File: src/hdl/iks_pkg.sv
// shared types and constants for the interpolation key search unit
package iks_pkg;

   localparam int TABLE_DEPTH = 1024;
   localparam int ADDR_W      = $clog2(TABLE_DEPTH);
   localparam int KEY_W       = 32;
   localparam int CNT_W       = 32;
   localparam int SEG_W       = ADDR_W + 1;
   localparam int NUM_W       = KEY_W + ADDR_W;

   localparam logic REQ_WRITE  = 1'b0;
   localparam logic REQ_SEARCH = 1'b1;

   typedef enum logic [3:0] {
      DP_NONE,
      DP_WRITE,
      DP_LOAD,
      DP_RD_LO,
      DP_RD_HI,
      DP_CHECK,
      DP_DIV_START,
      DP_DIV_STEP,
      DP_RD_PROBE,
      DP_COMPARE,
      DP_RESULT_MISS,
      DP_RESULT_WRITE
   } dp_op_type;

   typedef struct packed {
      dp_op_type op;
   } iks_cmd_type;

   typedef struct packed {
      logic seg_empty;
      logic key_outside;
      logic probe_direct;
      logic div_done;
      logic probe_hit;
   } iks_status_type;

endpackage

File: src/hdl/iks_controller.sv
// sequencing state machine for writes and search probes
module iks_controller (
   input  logic                    clock,
   input  logic                    reset,
   input  logic                    start,
   input  logic                    req_type,
   input  iks_pkg::iks_status_type status,
   output iks_pkg::iks_cmd_type    cmd,
   output logic                    busy,
   output logic                    rsp_valid
);

   typedef enum logic [3:0] {
      S_IDLE, S_RD_LO, S_RD_HI, S_CHECK, S_DIV_START, S_DIV,
      S_RD_PROBE, S_WAIT_PROBE, S_COMPARE, S_DONE
   } state_type;

   state_type state_ff, state_in;
   logic      busy_ff, busy_in;
   logic      valid_ff, valid_in;

   always_comb begin
      state_in = state_ff;
      busy_in  = busy_ff;
      valid_in = 1'b0;
      cmd.op   = iks_pkg::DP_NONE;
      unique case (state_ff)
         S_IDLE: begin
            if (start) begin
               busy_in = 1'b1;
               if (req_type == iks_pkg::REQ_WRITE) begin
                  cmd.op   = iks_pkg::DP_WRITE;
                  state_in = S_DONE;
               end else begin
                  cmd.op   = iks_pkg::DP_LOAD;
                  state_in = S_RD_LO;
               end
            end
         end
         S_DONE: begin
            cmd.op   = iks_pkg::DP_RESULT_WRITE;
            valid_in = 1'b1;
            busy_in  = 1'b0;
            state_in = S_IDLE;
         end
         S_RD_LO: begin
            cmd.op = iks_pkg::DP_RD_LO;
            if (status.seg_empty) begin
               state_in = S_WAIT_PROBE;
            end else begin
               state_in = S_RD_HI;
            end
         end
         S_RD_HI: begin
            cmd.op   = iks_pkg::DP_RD_HI;
            state_in = S_CHECK;
         end
         S_CHECK: begin
            cmd.op = iks_pkg::DP_CHECK;
            state_in = S_DIV_START;
         end
         S_DIV_START: begin
            if (status.key_outside) begin
               cmd.op   = iks_pkg::DP_RESULT_MISS;
               valid_in = 1'b1;
               busy_in  = 1'b0;
               state_in = S_IDLE;
            end else if (status.probe_direct) begin
               state_in = S_RD_PROBE;
            end else begin
               cmd.op   = iks_pkg::DP_DIV_START;
               state_in = S_DIV;
            end
         end
         S_DIV: begin
            if (status.div_done) begin
               state_in = S_RD_PROBE;
            end else begin
               cmd.op = iks_pkg::DP_DIV_STEP;
            end
         end
         S_RD_PROBE: begin
            cmd.op   = iks_pkg::DP_RD_PROBE;
            state_in = S_COMPARE;
         end
         S_WAIT_PROBE: begin
            cmd.op   = iks_pkg::DP_RESULT_MISS;
            valid_in = 1'b1;
            busy_in  = 1'b0;
            state_in = S_IDLE;
         end
         S_COMPARE: begin
            cmd.op = iks_pkg::DP_COMPARE;
            if (status.probe_hit) begin
               valid_in = 1'b1;
               busy_in  = 1'b0;
               state_in = S_IDLE;
            end else begin
               state_in = S_RD_LO;
            end
         end
         default: begin
            state_in = S_IDLE;
         end
      endcase
   end

   always_ff @(posedge clock) begin
      if (reset) begin
         state_ff <= S_IDLE;
         busy_ff  <= 1'b0;
         valid_ff <= 1'b0;
      end else begin
         state_ff <= state_in;
         busy_ff  <= busy_in;
         valid_ff <= valid_in;
      end
   end

   assign busy      = busy_ff;
   assign rsp_valid = valid_ff;

endmodule

File: config.mk
export PLATFORM = sky130hd
export DESIGN_NAME = iks_controller
export DESIGN_NICKNAME = d
export VERILOG_FILES = /design/src/hdl/iks_pkg.sv /design/src/hdl/iks_controller.sv
export SDC_FILE = /design/constraint.sdc
export NUM_CORES = 1
export LEC_CHECK = 0
export CORE_MARGIN = 2
export CORE_UTILIZATION = 34
export DETAILED_ROUTE_END_ITERATION = 16
export DONT_BUFFER_PORTS = 1
export MAX_ROUTING_LAYER = met4
export SYNTH_ARGS = -nofsm -noshare
export SYNTH_HDL_FRONTEND = slang
export SYNTH_SLANG_ARGS = --single-unit
File: constraint.sdc
create_clock -name clock -period 1.8 [get_ports clock]
set_input_delay 0.09 -clock clock [delete_from_list [all_inputs] [get_ports clock]]
set_output_delay 0.09 -clock clock [all_outputs]
set_load 0.005 [all_outputs]
==> results of run 1 <==
routing by layer:
metal	part of all wire [%]	GRT usage (%)	up-vias
met5	0	-	-
met4	0	9.38	0
met3	9.0	4.26	0
met2	50	24.8	28
met1	41	17.6	235
li1	-	-	254
report_power, final:
group | internal, mW | leakage, nW | total [mW] | switching (mW)
combinational | 0.179 | 0.146 | 0.393 | 0.214
sequential | 0.169 | 0.0492 | 0.228 | 0.0592
clock | 0.0754 | 0.0138 | 0.123 | 0.0477
per-stage QoR:
stage / instances / hold WS [ps] / setup slack (ps)
after detailed placement: 80 / 166 / 380
after global routing: 85 / 54.8 / 102
after floorplan: 66 / 162 / 476
after CTS: 85 / 46.0 / 217
final: 85 / 51.9 / 211
after global placement: 80 / 167 / 427
flip-flops by register name (all words and copies together), names as in the netlist:
| signal | flops |
|---|---|
| rsp_valid | 1 |
| state_ff | 4 |
| busy | 1 |
cells in the final DEF, fill, tap and decap left out, types with 3 or more instances in the layout:
master / synthesis / final
o21ai_0: 5 / 5
dfxtp_1: 6 / 6
clkbuf_4: 0 / 3
buf_4: 1 / 3
nor3_1: 4 / 4
a21oi_1: 8 / 8
nor2_1: 4 / 4
nand2_1: 3 / 3
cell type report:
type	count	area (um^2)
clock buffers	3	22.5
fillers	152	895
inverters	4	17.5
multi-input cells	51	337
flip-flops and latches	6	120
well taps	16	20.0
repair buffers	5	42.5
kinds of logic (layout without fill, tap and decap cells):
logic type	count (synthesis)	after routing	share of synthesized area [%]
AND/OR/NAND/NOR	22	22	25.1
AO/OA/AOI/OAI	27	27	36.6
flip-flops	6	6	23.4
multiplexers	2	2	3.90
buffers and inverters	9	12	11.0
worst register-to-register path: cells and delay by family, from the launching register on:
kind | cells | cell delay [ps]
compound gates | 3 | 610
simple gates | 1 | 210
flops | 1 | 530
how the worst max path moves through the flow:
stage / to / depth (start not counted) / slack [ps]
finish: cmd[2] / 4 / 210
global route: cmd[2] / 4 / 100
CTS: cmd[2] / 4 / 220
detailed placement: state_ff[0] / 4 / 380
global placement: state_ff[0] / 4 / 430
floorplan: state_ff[0] / 5 / 480
==> results.sh, run 1 <==
export IMPL_core_area_um2=1450
export IMPL_cts_max_path_buffers=2
export IMPL_numCtsBuffers=3
export IMPL_crit_arrival_ps=1500
export IMPL_io_buffers=0
export IMPL_cp_max_fo=10
export IMPL_setup_viol=0
export IMPL_endpoint_kind="primary output"
export IMPL_postRouteAntennaNets=0
export IMPL_synthArstFlopShare_pct=0
export IMPL_grt_first_pass_wirelength_um=2100
export IMPL_die_x_um=42.8
export IMPL_fin_crit_sh_pct=88.3
export IMPL_seq_area_frac_synth_pct=23.4
export IMPL_nets=80
export IMPL_synth_top_area_share_pct=23.4
export IMPL_antenna_found_initial=0
export IMPL_drt_pass1_iter_count=4
export IMPL_dieArea_um2=1840
export IMPL_placed_area_um2=517
export IMPL_hold_buffers=2
export IMPL_cts_resized=0
export IMPL_timing_hold_violations_final=0
export IMPL_rows=14
export IMPL_hp_start="reset"
export IMPL_place_congestion=0.831
export IMPL_slew_headroom_pct=75.9
export IMPL_drive_above_1_share_pct=20.3
export IMPL_htreeDepth=1
export IMPL_n_antenna_cell=0
export IMPL_r2r_end="state_ff[0]"
export IMPL_clk_pin_slew_ps=50
export IMPL_peakVddDrop_mv=0.368
export IMPL_synth_edff_count=0
export IMPL_start_util_pct=35.3
export IMPL_via_per_inst=6.08
export IMPL_slowest_stage="dfxtp_1"
export IMPL_max_freq_ghz=0.629
export IMPL_hold_path_class="in -> reg"
export IMPL_path_buf_inv=0
export IMPL_critPathKind="reg -> out"
export IMPL_status="finished, final reports clean"
export IMPL_ys_seq_elements=6
export IMPL_critPathTopFamily="simple AND/OR/NAND/NOR gates"
export IMPL_yosys_cell_types_count=34
export IMPL_post_cts_buffers=0
export IMPL_drv_slew=0
export IMPL_grt_pass1_vias=472
export IMPL_drc=0
export IMPL_ys_flop_type="dfxtp_1"
export IMPL_fin_area_um2=559
export IMPL_yosys_area_top_type="dfxtp_1"
export IMPL_hold_end="state_ff[3]"
export IMPL_num_vias=517
export IMPL_syn2layout_area_growth_pct=9.02
export IMPL_fin_skew_ps=7.12
export IMPL_fin_crit_ps=1590
export IMPL_fin_tns_setup_ps=0
export IMPL_pin_count=15
export IMPL_synth_most_common_cell="a21oi_1"
export IMPL_synth_warnings=0
export IMPL_avgSynthCellArea_um2=7.77
export IMPL_drtIter0Drc=9
export IMPL_clk_latency_ps=250
export IMPL_gr_usage_all_layers_pct=15.7
export IMPL_fp_dieH_um=42.8
export IMPL_min_path_cells=2
export IMPL_critical_path_max_stage_delay_ps=410
export IMPL_synth_area_leaders="dfxtp_1 23%, a21oi_1 7.8%, o21ai_0 4.9%"
export IMPL_grt_start_max_net_pins=11
export IMPL_cts_tree="done"
export IMPL_postLayoutCoreUtil_pct=38.5
export IMPL_dp_hpwl_um=942
export IMPL_total_power_mw=0.744
export IMPL_pwr_density_cell_nw_per_um2=1330
export IMPL_maxCapViolations=0
export IMPL_r2r_start="state_ff[0]"
export IMPL_netlist_top_cells_count="8 x a21oi_1, 6 x dfxtp_1, 5 x o21ai_0"
export IMPL_tightest_slew_ps=361
export IMPL_synthesis_area_um2=513
export IMPL_cts_sinks=6
export IMPL_crit_required_ps=1710
export IMPL_wl_um=1300
export IMPL_rsz0062_at_grt="no"
export IMPL_avgRoutedWirePerCell_um=15.3
export IMPL_r2r_cells=4
export IMPL_crit_path_start_kind="flop"
export IMPL_cp_cell_sequence="or3_1 > a21oi_1 > mux2i_1 > nor2_1"
export IMPL_clockRootBuffer="clkbuf_4"
export IMPL_r2r_setup_slack_ps=370
export IMPL_p_leak_nw=0.209
export IMPL_setup_worst_path_start="state_ff[0]"
export IMPL_synth_nets=75
export IMPL_syn_inst=66
export IMPL_grt_ovfl_total=0
Note: power is estimated with default switching activity, not from simulation.
==> inputs of run 2 (changes only) <==
PLACE_DENSITY = 0.52   (was not set)
==> run 2 against run 1 <==
Net effect:
- clock skew shrank 5.8 ps
- sequential cell count is the same
- combinational power shrank 7.4%
- via count is the same
- utilization shrank 0.52 points
- sequential share of layout area grew 0.29 points
- largest cell class unchanged
- highest routed layer unchanged
==> results.sh, run 2 (same netlist as run 1, synthesis figures left out) <==
export IMPL_nets=79
export IMPL_mostFrequentLayoutCells="8 x a21oi_1, 6 x dfxtp_1, 5 x o21ai_0"
export IMPL_clk_latency_ps=240
export IMPL_swShare_pct=42.7
export IMPL_grt_start_max_net_pins=15
export IMPL_fin_crit_sh_pct=89.4
export IMPL_syn2layout_area_growth_pct=7.56
export IMPL_final_common_cell="a21oi_1"
export IMPL_place_congestion=0.760
export IMPL_fin_crit_ps=1610
export IMPL_core_area_um2=1450
export IMPL_wl_um=1240
export IMPL_crit_arrival_ps=1520
export IMPL_n_antenna_cell=0
export IMPL_top_register="state_ff"
export IMPL_fin_tns_setup_ps=0
export IMPL_cts_resized=0
export IMPL_io_buffers=0
export IMPL_die_x_um=42.8
export IMPL_maxCapViolations=0
export IMPL_drt_pass1_iter_count=4
export IMPL_status="finished, final reports clean"
export IMPL_postLayoutCoreUtil_pct=38.0
export IMPL_rows=14
export IMPL_largest_register_ffs=4
export IMPL_peakVddDrop_mv=0.437
export IMPL_post_cts_buffers=0
export IMPL_htreeDepth=1
export IMPL_grt_pass1_vias=498
export IMPL_clk_pin_slew_ps=40
export IMPL_grt_first_pass_wirelength_um=2210
export IMPL_critPathTopFamily="compound AO/OA/AOI/OAI gates"
export IMPL_timing_hold_violations_final=0
export IMPL_power_frac_clock_pct=16.5
export IMPL_p_sw_mw=0.312
export IMPL_crit_required_ps=1710
export IMPL_cp_cell_sequence="buf_4 > or2_1 > o21ai_0 > a21oi_1 > o21ai_1"
export IMPL_cts_max_path_buffers=2
export IMPL_slowest_stage="dfxtp_1"
export IMPL_p_comb_share_pct=49.9
export IMPL_critPathKind="reg -> out"
export IMPL_critical_path_max_stage_delay_ps=380
export IMPL_placed_area_um2=509
export IMPL_num_vias=517
export IMPL_numCtsBuffers=3
export IMPL_cts_tree="done"
export IMPL_postRouteAntennaNets=0
export IMPL_grt_ovfl_total=0
export IMPL_drtIter0Drc=18
export IMPL_cp_max_fo=9
export IMPL_p_leak_nw=0.203
export IMPL_crit_path_start_kind="flop"
export IMPL_p_seq_share_pct=33.6
export IMPL_path_buf_inv=1
export IMPL_drv_slew=0
export IMPL_setup_viol=0
export IMPL_start_util_pct=35.3
export IMPL_hold_path_class="in -> reg"
export IMPL_gr_usage_all_layers_pct=16.5
export IMPL_rsz0062_at_grt="no"
export IMPL_total_power_mw=0.730
export IMPL_tightest_slew_ps=475
export IMPL_p_int_mw=0.418
export IMPL_fin_area_um2=552
export IMPL_antenna_found_initial=0
export IMPL_dieArea_um2=1840
export IMPL_clockRootBuffer="clkbuf_4"
export IMPL_pin_count=15
export IMPL_pwr_density_cell_nw_per_um2=1320
export IMPL_slew_headroom_pct=68.3
export IMPL_fin_skew_ps=1.34
export IMPL_max_freq_ghz=0.621
export IMPL_dp_hpwl_um=914
export IMPL_endpoint_kind="primary output"
export IMPL_via_per_inst=6.15
export IMPL_drc=0
export IMPL_drive_above_1_share_pct=19.1
export IMPL_cts_sinks=6
export IMPL_fp_dieH_um=42.8
export IMPL_avgRoutedWirePerCell_um=14.8
-- run 2: cell count changes in the layout (fill, tap and decap cells not counted), sizes merged --
cell | before | now
buf | 3 | 2
-- run 2: final cells by class --
class / count / area, um^2
flip-flops and latches: 6 / 120
well taps: 16 / 20.0
multi-input cells: 51 / 337
repair buffers: 4 / 35.0
fillers: 167 / 902
inverters: 4 / 17.5
clock buffers: 3 / 22.5
-- run 2: worst paths after layout --
path                             startpoint     endpoint  slack, ps  depth (start not counted)
worst max-delay path            state_ff[1]       cmd[1]        190                          5
worst min-delay path                  reset  state_ff[3]         60                          2
worst max register to register  state_ff[2]  state_ff[0]        260                          4
worst min register to register         busy         busy        550                          2
-- run 2: per-stage QoR --
stage	worst slack, ps	hold WS [ps]	instances
floorplan	476	162	66
global placement	305	166	79
detailed placement	272	167	79
CTS	188	46.6	84
global route	67.6	62.1	84
finish	191	56.5	84
-- run 2: power groups by stage --
| stage | registers [mW] | clock network (mW) | logic [mW] |
|---|---|---|---|
| finish | 0.245 | 0.120 | 0.364 |
| global route | 0.252 | 0.136 | 0.411 |
| global placement | 0.248 | 0 | 0.364 |
| detailed placement | 0.247 | 0 | 0.360 |
| CTS | 0.245 | 0.129 | 0.365 |
| floorplan | 0.186 | 0 | 0.376 |
-- run 2: what timing repair did --
action / 4_1_cts / 5_1_grt
hold buffers: 2 / 0
hold endpoints to repair: 4 / 0
setup endpoints to repair: 0 / 0
-- run 2: routing by layer --
metal	up-vias	part of all wire (%)	track usage (%)	wire length [um]
met5	-	0	-	0
met4	0	0	5.63	0
met3	0	8.3	7.66	103
met2	17	44	22.4	547
met1	250	47	21.4	588
li1	250	-	-	-
